**src/sv/prs_pkg.sv**
```systemverilog
`timescale 1ns / 1ps
package prs_pkg;

    // Widths fixed by the beat fields.
    localparam int MOD_FIELD_W  = 32;
    localparam int ROOT_FIELD_W = 32;

    // Defaults for the top-level parameters.
    localparam int MODULUS_BITS_DEF = 32;
    localparam int MAX_FACTORS_DEF  = 9;

    // Operation codes of the shared arithmetic unit.
    typedef logic arith_op_t;
    localparam arith_op_t OP_DIV = 1'b0;
    localparam arith_op_t OP_MUL = 1'b1;

    // Request from the sequencer to the arithmetic unit.
    typedef struct packed {
        logic      start;
        arith_op_t op;
    } arith_req_t;

endpackage

```
**src/sv/prs_arith.sv**
```systemverilog
`timescale 1ns / 1ps
module prs_arith #(
    parameter int N = prs_pkg::MODULUS_BITS_DEF
) (
    input  logic                aclk,
    input  logic                aresetn,
    input  prs_pkg::arith_req_t req,
    input  logic [N-1:0]        opa,
    input  logic [N-1:0]        opb,
    input  logic [N-1:0]        modulus,
    output logic [N-1:0]        res_q,
    output logic [N-1:0]        res_r,
    output logic                done
);
    import prs_pkg::*;

    localparam int CNW = $clog2(N + 1);

    logic            busy_reg, busy_next;
    logic            done_reg, done_next;
    arith_op_t       op_reg, op_next;
    logic [CNW-1:0]  cnt_reg, cnt_next;
    logic [N-1:0]    sh_reg, sh_next;
    logic [N-1:0]    acc_reg, acc_next;
    logic [N-1:0]    x_reg, x_next;
    logic [N-1:0]    d_reg, d_next;

    // Division step: shift one dividend bit into the partial remainder.
    logic [N:0]   r2;
    logic         ge;
    logic [N:0]   r2_sub;
    // Multiplication step: double, then add x when the multiplier bit is set.
    logic [N:0]   s1, s1_sub, s2, s2_sub;
    logic [N-1:0] t1, t2;

    always_comb begin
        r2     = {acc_reg, sh_reg[N-1]};
        ge     = r2 >= {1'b0, d_reg};
        r2_sub = r2 - {1'b0, d_reg};
        s1     = {1'b0, acc_reg} + {1'b0, acc_reg};
        s1_sub = s1 - {1'b0, d_reg};
        t1     = (s1 >= {1'b0, d_reg}) ? s1_sub[N-1:0] : s1[N-1:0];
        s2     = {1'b0, t1} + {1'b0, x_reg};
        s2_sub = s2 - {1'b0, d_reg};
        t2     = (s2 >= {1'b0, d_reg}) ? s2_sub[N-1:0] : s2[N-1:0];
    end

    always_comb begin
        busy_next = busy_reg;
        done_next = 1'b0;
        op_next   = op_reg;
        cnt_next  = cnt_reg;
        sh_next   = sh_reg;
        acc_next  = acc_reg;
        x_next    = x_reg;
        d_next    = d_reg;
        if (req.start) begin
            busy_next = 1'b1;
            op_next   = req.op;
            cnt_next  = CNW'(N);
            sh_next   = (req.op == OP_MUL) ? opb : opa;
            x_next    = opa;
            d_next    = (req.op == OP_MUL) ? modulus : opb;
            acc_next  = '0;
        end else if (busy_reg) begin
            unique case (op_reg)
                OP_DIV: begin
                    acc_next = ge ? r2_sub[N-1:0] : r2[N-1:0];
                    sh_next  = {sh_reg[N-2:0], ge};
                end
                OP_MUL: begin
                    acc_next = sh_reg[N-1] ? t2 : t1;
                    sh_next  = {sh_reg[N-2:0], 1'b0};
                end
                default: begin
                    acc_next = acc_reg;
                end
            endcase
            cnt_next = cnt_reg - CNW'(1);
            if (cnt_reg == CNW'(1)) begin
                busy_next = 1'b0;
                done_next = 1'b1;
            end
        end
    end

    always_ff @(posedge aclk) begin
        if (!aresetn) begin
            busy_reg <= 1'b0;
            done_reg <= 1'b0;
            cnt_reg  <= '0;
            op_reg   <= OP_DIV;
        end else begin
            busy_reg <= busy_next;
            done_reg <= done_next;
            cnt_reg  <= cnt_next;
            op_reg   <= op_next;
        end
        sh_reg  <= sh_next;
        acc_reg <= acc_next;
        x_reg   <= x_next;
        d_reg   <= d_next;
    end

    assign res_q = (op_reg == OP_DIV) ? sh_reg : acc_reg;
    assign res_r = acc_reg;
    assign done  = done_reg;

`ifndef NO_ASSERTIONS
    a_done_idle: assert property (@(posedge aclk) disable iff (!aresetn)
        done_reg |-> !busy_reg)
        else $error("result flagged while the unit is still busy");
    a_no_restart: assert property (@(posedge aclk) disable iff (!aresetn)
        req.start |-> !busy_reg)
        else $error("new request while an operation is running");
    a_acc_reduced: assert property (@(posedge aclk) disable iff (!aresetn)
        busy_reg && !$past(req.start) |-> acc_reg < d_reg)
        else $error("partial result not reduced below the modulus or divisor");
`endif

endmodule

```
**src/sv/primitive_root_search.sv**
```systemverilog
`timescale 1ns / 1ps
// Channel  | Direction | Ports                       | Meaning
// s_       | in        | s_valid s_ready s_modulus   | prime modulus p
// m_       | out       | m_valid m_ready m_root m_found | smallest primitive root
//
// One beat factors p-1 by trial division, then computes one modular power per
// factor tried for each candidate; every division and multiplication runs on
// the one shared bit-serial divide/multiply unit.
// Reset (synchronous, active low) returns the sequencer to idle and drops m_valid.
// A new beat is taken while a finished result still waits on m_ready.
module primitive_root_search #(
    parameter int MODULUS_BITS = prs_pkg::MODULUS_BITS_DEF,
    parameter int MAX_FACTORS  = prs_pkg::MAX_FACTORS_DEF
) (
    input  logic                               aclk,
    input  logic                               aresetn,
    input  logic                               s_valid,
    output logic                               s_ready,
    input  logic [prs_pkg::MOD_FIELD_W-1:0]    s_modulus,
    output logic                               m_valid,
    input  logic                               m_ready,
    output logic [prs_pkg::ROOT_FIELD_W-1:0]   m_root,
    output logic                               m_found
);
    import prs_pkg::*;

    localparam int N  = MODULUS_BITS;
    localparam int EW = (N > MOD_FIELD_W) ? N : MOD_FIELD_W;
    localparam int KW = (MAX_FACTORS > 1) ? $clog2(MAX_FACTORS) : 1;
    localparam int CW = $clog2(MAX_FACTORS + 1);

    // Sequencer states.
    localparam logic [3:0] S_IDLE  = 4'd0;
    localparam logic [3:0] S_FDIV  = 4'd1;
    localparam logic [3:0] S_TAIL  = 4'd2;
    localparam logic [3:0] S_EXPI  = 4'd3;
    localparam logic [3:0] S_EDIV  = 4'd4;
    localparam logic [3:0] S_GINIT = 4'd5;
    localparam logic [3:0] S_PSTEP = 4'd6;
    localparam logic [3:0] S_PMUL1 = 4'd7;
    localparam logic [3:0] S_PMUL2 = 4'd8;
    localparam logic [3:0] S_PCHK  = 4'd9;
    localparam logic [3:0] S_OUT   = 4'd10;

    logic [3:0]   state_reg, state_next;
    logic [N-1:0] p_reg, p_next;
    logic [N-1:0] rest_reg, rest_next;
    logic [N-1:0] d_reg, d_next;
    logic         inner_reg, inner_next;
    logic [CW-1:0] fcnt_reg, fcnt_next;
    logic [CW-1:0] k_reg, k_next;
    logic [N-1:0] g_reg, g_next;
    logic [N-1:0] e_reg, e_next;
    logic [N-1:0] pacc_reg, pacc_next;
    logic [N-1:0] base_reg, base_next;
    logic         found_reg, found_next;
    logic [N-1:0] root_reg, root_next;

    logic                    m_valid_reg, m_valid_next;
    logic [ROOT_FIELD_W-1:0] m_root_reg, m_root_next;
    logic                    m_found_reg, m_found_next;

    // Factor table. After factoring, each entry is replaced by (p-1)/q.
    logic [N-1:0] fac_reg [MAX_FACTORS];
    logic         fac_we;
    logic [KW-1:0] fac_wa;
    logic [N-1:0] fac_wd;
    logic [N-1:0] fac_rd;

    // Request registers of the arithmetic unit.
    arith_req_t   ar_req_reg, ar_req_next;
    logic [N-1:0] ar_a_reg, ar_a_next;
    logic [N-1:0] ar_b_reg, ar_b_next;
    logic [N-1:0] ar_q, ar_r;
    logic         ar_done;

    logic [EW-1:0] mod_ext;
    logic [N-1:0]  p_in;
    logic [EW-1:0] root_ext;
    logic [N-1:0]  phi;
    logic [N-1:0]  d_inc;

    assign mod_ext = EW'(s_modulus);
    assign p_in    = mod_ext[N-1:0];
    assign root_ext = EW'(root_reg);
    assign phi     = p_reg - N'(1);
    assign d_inc   = d_reg + N'(1);
    assign fac_rd  = fac_reg[k_reg[KW-1:0]];

    prs_arith #(.N(N)) u_arith (
        .aclk    (aclk),
        .aresetn (aresetn),
        .req     (ar_req_reg),
        .opa     (ar_a_reg),
        .opb     (ar_b_reg),
        .modulus (p_reg),
        .res_q   (ar_q),
        .res_r   (ar_r),
        .done    (ar_done)
    );

    assign s_ready = (state_reg == S_IDLE);

    always_comb begin
        state_next   = state_reg;
        p_next       = p_reg;
        rest_next    = rest_reg;
        d_next       = d_reg;
        inner_next   = inner_reg;
        fcnt_next    = fcnt_reg;
        k_next       = k_reg;
        g_next       = g_reg;
        e_next       = e_reg;
        pacc_next    = pacc_reg;
        base_next    = base_reg;
        found_next   = found_reg;
        root_next    = root_reg;
        m_valid_next = m_valid_reg;
        m_root_next  = m_root_reg;
        m_found_next = m_found_reg;
        ar_req_next  = '{start: 1'b0, op: OP_DIV};
        ar_a_next    = ar_a_reg;
        ar_b_next    = ar_b_reg;
        fac_we       = 1'b0;
        fac_wa       = fcnt_reg[KW-1:0];
        fac_wd       = d_reg;

        if (m_valid_reg && m_ready) begin
            m_valid_next = 1'b0;
        end

        unique case (state_reg)
            S_IDLE: begin
                if (s_valid) begin
                    p_next = p_in;
                    if (p_in < N'(2)) begin
                        found_next = 1'b0;
                        root_next  = '0;
                        state_next = S_OUT;
                    end else begin
                        // Trial division of p-1 starts with divisor two.
                        rest_next   = p_in - N'(1);
                        d_next      = N'(2);
                        inner_next  = 1'b0;
                        fcnt_next   = '0;
                        ar_req_next = '{start: 1'b1, op: OP_DIV};
                        ar_a_next   = p_in - N'(1);
                        ar_b_next   = N'(2);
                        state_next  = S_FDIV;
                    end
                end
            end
            S_FDIV: begin
                if (ar_done) begin
                    if (inner_reg) begin
                        // Strip every power of the current factor.
                        if (ar_r == '0) begin
                            rest_next   = ar_q;
                            ar_req_next = '{start: 1'b1, op: OP_DIV};
                            ar_a_next   = ar_q;
                            ar_b_next   = d_reg;
                        end else begin
                            inner_next  = 1'b0;
                            d_next      = d_inc;
                            ar_req_next = '{start: 1'b1, op: OP_DIV};
                            ar_a_next   = rest_reg;
                            ar_b_next   = d_inc;
                        end
                    end else if (ar_q < d_reg) begin
                        state_next = S_TAIL;
                    end else if (ar_r != '0) begin
                        d_next      = d_inc;
                        ar_req_next = '{start: 1'b1, op: OP_DIV};
                        ar_a_next   = rest_reg;
                        ar_b_next   = d_inc;
                    end else begin
                        if (fcnt_reg < CW'(MAX_FACTORS)) begin
                            fac_we    = 1'b1;
                            fac_wd    = d_reg;
                            fcnt_next = fcnt_reg + CW'(1);
                        end
                        inner_next  = 1'b1;
                        rest_next   = ar_q;
                        ar_req_next = '{start: 1'b1, op: OP_DIV};
                        ar_a_next   = ar_q;
                        ar_b_next   = d_reg;
                    end
                end
            end
            S_TAIL: begin
                // What is left above one is the last prime factor.
                if (rest_reg > N'(1) && fcnt_reg < CW'(MAX_FACTORS)) begin
                    fac_we    = 1'b1;
                    fac_wd    = rest_reg;
                    fcnt_next = fcnt_reg + CW'(1);
                end
                k_next     = '0;
                state_next = S_EXPI;
            end
            S_EXPI: begin
                if (k_reg == fcnt_reg) begin
                    g_next     = N'(2);
                    k_next     = '0;
                    state_next = S_GINIT;
                end else begin
                    ar_req_next = '{start: 1'b1, op: OP_DIV};
                    ar_a_next   = phi;
                    ar_b_next   = fac_rd;
                    state_next  = S_EDIV;
                end
            end
            S_EDIV: begin
                if (ar_done) begin
                    fac_we     = 1'b1;
                    fac_wa     = k_reg[KW-1:0];
                    fac_wd     = ar_q;
                    k_next     = k_reg + CW'(1);
                    state_next = S_EXPI;
                end
            end
            S_GINIT: begin
                if (k_reg == fcnt_reg) begin
                    found_next = 1'b1;
                    root_next  = g_reg;
                    state_next = S_OUT;
                end else begin
                    e_next     = fac_rd;
                    pacc_next  = N'(1);
                    base_next  = (g_reg == p_reg) ? '0 : g_reg;
                    state_next = S_PSTEP;
                end
            end
            S_PSTEP: begin
                if (e_reg == '0) begin
                    state_next = S_PCHK;
                end else if (e_reg[0]) begin
                    ar_req_next = '{start: 1'b1, op: OP_MUL};
                    ar_a_next   = pacc_reg;
                    ar_b_next   = base_reg;
                    state_next  = S_PMUL1;
                end else begin
                    ar_req_next = '{start: 1'b1, op: OP_MUL};
                    ar_a_next   = base_reg;
                    ar_b_next   = base_reg;
                    state_next  = S_PMUL2;
                end
            end
            S_PMUL1: begin
                if (ar_done) begin
                    pacc_next   = ar_q;
                    ar_req_next = '{start: 1'b1, op: OP_MUL};
                    ar_a_next   = base_reg;
                    ar_b_next   = base_reg;
                    state_next  = S_PMUL2;
                end
            end
            S_PMUL2: begin
                if (ar_done) begin
                    base_next  = ar_q;
                    e_next     = {1'b0, e_reg[N-1:1]};
                    state_next = S_PSTEP;
                end
            end
            S_PCHK: begin
                if (pacc_reg == N'(1)) begin
                    if (g_reg >= p_reg) begin
                        found_next = 1'b0;
                        root_next  = '0;
                        state_next = S_OUT;
                    end else begin
                        g_next     = g_reg + N'(1);
                        k_next     = '0;
                        state_next = S_GINIT;
                    end
                end else begin
                    k_next     = k_reg + CW'(1);
                    state_next = S_GINIT;
                end
            end
            S_OUT: begin
                if (!m_valid_reg || m_ready) begin
                    m_valid_next = 1'b1;
                    m_root_next  = root_ext[ROOT_FIELD_W-1:0];
                    m_found_next = found_reg;
                    state_next   = S_IDLE;
                end
            end
            default: begin
                state_next = S_IDLE;
            end
        endcase
    end

    always_ff @(posedge aclk) begin
        if (!aresetn) begin
            state_reg   <= S_IDLE;
            m_valid_reg <= 1'b0;
            ar_req_reg  <= '{start: 1'b0, op: OP_DIV};
            fcnt_reg    <= '0;
            k_reg       <= '0;
            inner_reg   <= 1'b0;
        end else begin
            state_reg   <= state_next;
            m_valid_reg <= m_valid_next;
            ar_req_reg  <= ar_req_next;
            fcnt_reg    <= fcnt_next;
            k_reg       <= k_next;
            inner_reg   <= inner_next;
        end
        p_reg       <= p_next;
        rest_reg    <= rest_next;
        d_reg       <= d_next;
        g_reg       <= g_next;
        e_reg       <= e_next;
        pacc_reg    <= pacc_next;
        base_reg    <= base_next;
        found_reg   <= found_next;
        root_reg    <= root_next;
        m_root_reg  <= m_root_next;
        m_found_reg <= m_found_next;
        ar_a_reg    <= ar_a_next;
        ar_b_reg    <= ar_b_next;
    end

    always_ff @(posedge aclk) begin
        if (fac_we) begin
            fac_reg[fac_wa] <= fac_wd;
        end
    end

    assign m_valid = m_valid_reg;
    assign m_root  = m_root_reg;
    assign m_found = m_found_reg;

`ifndef NO_ASSERTIONS
    a_fail_zero: assert property (@(posedge aclk) disable iff (!aresetn)
        m_valid_reg && !m_found_reg |-> m_root_reg == '0)
        else $error("failure beat carries a nonzero root");
    a_fcnt_bound: assert property (@(posedge aclk) disable iff (!aresetn)
        fcnt_reg <= CW'(MAX_FACTORS))
        else $error("factor count beyond table size");
    a_div_trial: assert property (@(posedge aclk) disable iff (!aresetn)
        state_reg == S_FDIV |-> d_reg >= N'(2))
        else $error("trial divisor below two");
    a_out_hold: assert property (@(posedge aclk) disable iff (!aresetn)
        m_valid_reg && !m_ready |=> m_valid_reg && $stable(m_root_reg))
        else $error("pending result overwritten");
`endif

endmodule
```
**config.mk**
```make
export PLATFORM = sky130hd
export DESIGN_NAME = primitive_root_search
export DESIGN_NICKNAME = d
export VERILOG_FILES = /design/src/sv/prs_pkg.sv /design/src/sv/prs_arith.sv /design/src/sv/primitive_root_search.sv
export SDC_FILE = /design/constraint.sdc
export NUM_CORES = 2
export LEC_CHECK = 0
export CAP_MARGIN = 20
export CORE_MARGIN = 2
export CORE_UTILIZATION = 52
export DETAILED_ROUTE_END_ITERATION = 10
export DONT_BUFFER_PORTS = 1
export PLACE_DENSITY = 0.68
export SYNTH_ARGS = -nofsm -noshare
export SYNTH_HDL_FRONTEND = slang
export SYNTH_HIERARCHICAL = 1
export SYNTH_SLANG_ARGS = --single-unit
```
**constraint.sdc**
```tcl
create_clock -name aclk -period 14.25 [get_ports aclk]
set_clock_uncertainty 0.05 [all_clocks]
set_input_delay 1.425 -clock aclk [delete_from_list [all_inputs] [get_ports aclk]]
set_output_delay 1.425 -clock aclk [all_outputs]
set_load 0.01 [all_outputs]
```
==> qor.txt <==
synthesized area per cell: 11.5 um^2
Synthesized Nets: 4097
Synth cell types: 109
CTS H-tree lvls: 3
Startpoint Class: register
Util after Layout: 0.575
clk slew on worst S/H paths: 60 ps
status: complete, no violations
boundary pin count: 71
initial antenna violation count: 4
register bit total from synthesis: 799
Slew HR: 0.256
P per Cell Area: 277 nW/um^2
synth warn: 6
Hold-fix buffers, CTS: 0
RSZ-0062 raised after global routing: no
Cell Area, Synth: 44800 um^2
Worst IR Drop VDD: 0.000170 V
worst hold path class: register to register
Crit path largest cell delay: 830 ps
FP Rows: 107
Seq/Total Area, Yosys: 0.522
asr flop ratio synth: 0
Die Area: 88500 um^2
nets@finish: 4047
TritonCTS Buffers: 85
total grt overflow: 0
HPWL Detailed: 107000 um
clk root buf: clkbuf_16
share of the synthesized area in the top cell type: 0.495
area leader, netlist: edfxtp_1
commonest non-fill, non-tap cell in the layout: edfxtp_1
Via-to-Cell Ratio: 6.54
crit end category: register
worst path required time: 14730 ps
Inst Count DP: 4892
Final Setup Violations: 0
most frequent cells in the layout: edfxtp_1 (738), nor2_1 (292), a21oi_1 (276)
TritonCTS clock tree: done
predominant post-synthesis flop cell: edfxtp_1
post-route setup slack: 5390 ps
Via Count: 33035
Initial Utilization: 0.525
largest cells by area after synthesis: edfxtp_1 (49%), ha_1 (4.7%), mux2i_1 (3.3%)
CTS resizes: 0
largest net degree at the start of global routing: 86
setup TNS: 0 ps
Num Clock Sinks: 799
Die W: 297 um
leakage power: 17.0 nW
Arrival @ worst endpoint: 9340 ps
final-report max-slew violation count: 0
fin crit share: 0.622
antenna-violating nets left: 0
Placeable Area: 85300 um^2
crit-path max FO: 46
Max Clock Freq: 0.113 GHz
area growth from synthesis to layout: 9.46%
maxcap violations: 0
global-route wire length before repair: 212000 um
final hold vios: 0
cells after synthesis: 3888
layout cells sized above 1: 0.121
post-place setup slack: 5740 ps
All-Layer GR Usage: 0.321
Post-synth EDFFs: 738
deepest clock path buffer count: 3
port bufs: 0
Final Critical Period: 8860 ps
CP Class: register to register
Pre-antenna DRT Iters: 9
Post-CTS Setup Repair Bufs: 0
average wire per standard cell: 28.5 um
WL final: 144000 um
Tightest Pin Transition: 1100 ps
vias in the first global route: 31682
GP Congestion: 0.989
DRC: 0
final cell count without fillers: 5055
clk_lat worst skew: 670 ps
Iter 0 DRT Violations: 4271
die height: 297 um
max reg flops: 288
crit path max-delay cell type: o21a_1
## report_power, final
part / internal [mW] / switching [mW]
sequential: 3.36 / 0.430
clock: 1.39 / 0.974
combinational: 2.59 / 4.83
total: 7.35 / 6.24
## worst max-delay path: cells and delay by family (launching register included)
family	cells	cell delay, ps
AO/OA/AOI/OAI	18	5380
adder cells (fa/ha/maj)	3	1110
buffers and inverters	3	650
AND/OR/NAND/NOR	3	460
multiplexers	1	430
flip-flops	1	400
XOR/XNOR	1	230
## layout make-up
class | count | area (um^2)
timing repair buffer | 77 | 607
inverter | 189 | 709
clock inverter | 58 | 796
antenna | 1 | 2.50
tap | 1144 | 1430
sequential | 799 | 23400
clock buffer | 101 | 2200
fill | 7071 | 36300
multi-input combinational | 2686 | 19900
## Yosys cell counts, types with 36 or more instances
| master | instances |
|---|---|
| a21o_1 | 36 |
| xor2_1 | 73 |
| edfxtp_1 | 738 |
| mux2_2 | 92 |
| mux4_2 | 64 |
| nor2_1 | 295 |
| nor3_1 | 80 |
| a221oi_1 | 37 |
| dfxtp_1 | 61 |
| o21ai_0 | 173 |
| mux2i_1 | 148 |
| nand2_1 | 243 |
| xnor2_1 | 149 |
| nand4_1 | 62 |
| and3_1 | 86 |
| clkbuf_1 | 133 |
| nand3_1 | 79 |
| nor4_1 | 62 |
| inv_1 | 188 |
| ha_1 | 169 |
| a21oi_1 | 277 |
## through the flow
step                      area, um^2  hold WS [ps]  power (mW)
after floorplan                44800           350        8.95
final                          49000           345        13.6
after global placement         46000           350        11.0
after detailed placement       46000           355        11.0
after global routing           49000           344        14.3
after CTS                      49000           331        13.4
## cell families (layout without fill, tap and decap cells)
logic type / count (synthesis) / count (layout) / synth area share
DFF: 799 / 799 / 0.522
buffers and inverters: 403 / 425 / 0.0374
and+or+nand+nor: 1068 / 1068 / 0.120
muxes: 309 / 309 / 0.0901
adders and majority gates: 173 / 173 / 0.0490
other: 0 / 1 / 0
xor gates and xnor gates: 222 / 222 / 0.0434
AOI/OAI and AO/OA: 914 / 914 / 0.138
## metal layers
layer  wire length, um  track usage  vias up
met2             65000        0.502     1721
li1                  -            -    14800
met4              9350        0.179        2
met5                13            0        -
met3             11200       0.0371      305
met1             58800        0.437    16207
## final timing paths
check / start / endpoint / slack (ps) / cells past startpoint
worst min register to register: ar_a_reg[10]$_DFFE_PP_ / u_arith/x_reg[10]$_DFFE_PP_ / 340 / 0
worst max-delay path: u_arith/res_r[18]$_SDFFE_PP0P_ / u_arith/res_r[23]$_SDFFE_PP0P_ / 5390 / 29
worst max register to register: u_arith/res_r[18]$_SDFFE_PP0P_ / u_arith/res_r[23]$_SDFFE_PP0P_ / 5390 / 29
worst min-delay path: ar_a_reg[10]$_DFFE_PP_ / u_arith/x_reg[10]$_DFFE_PP_ / 340 / 0
Note: power is estimated with default switching activity, not from simulation.
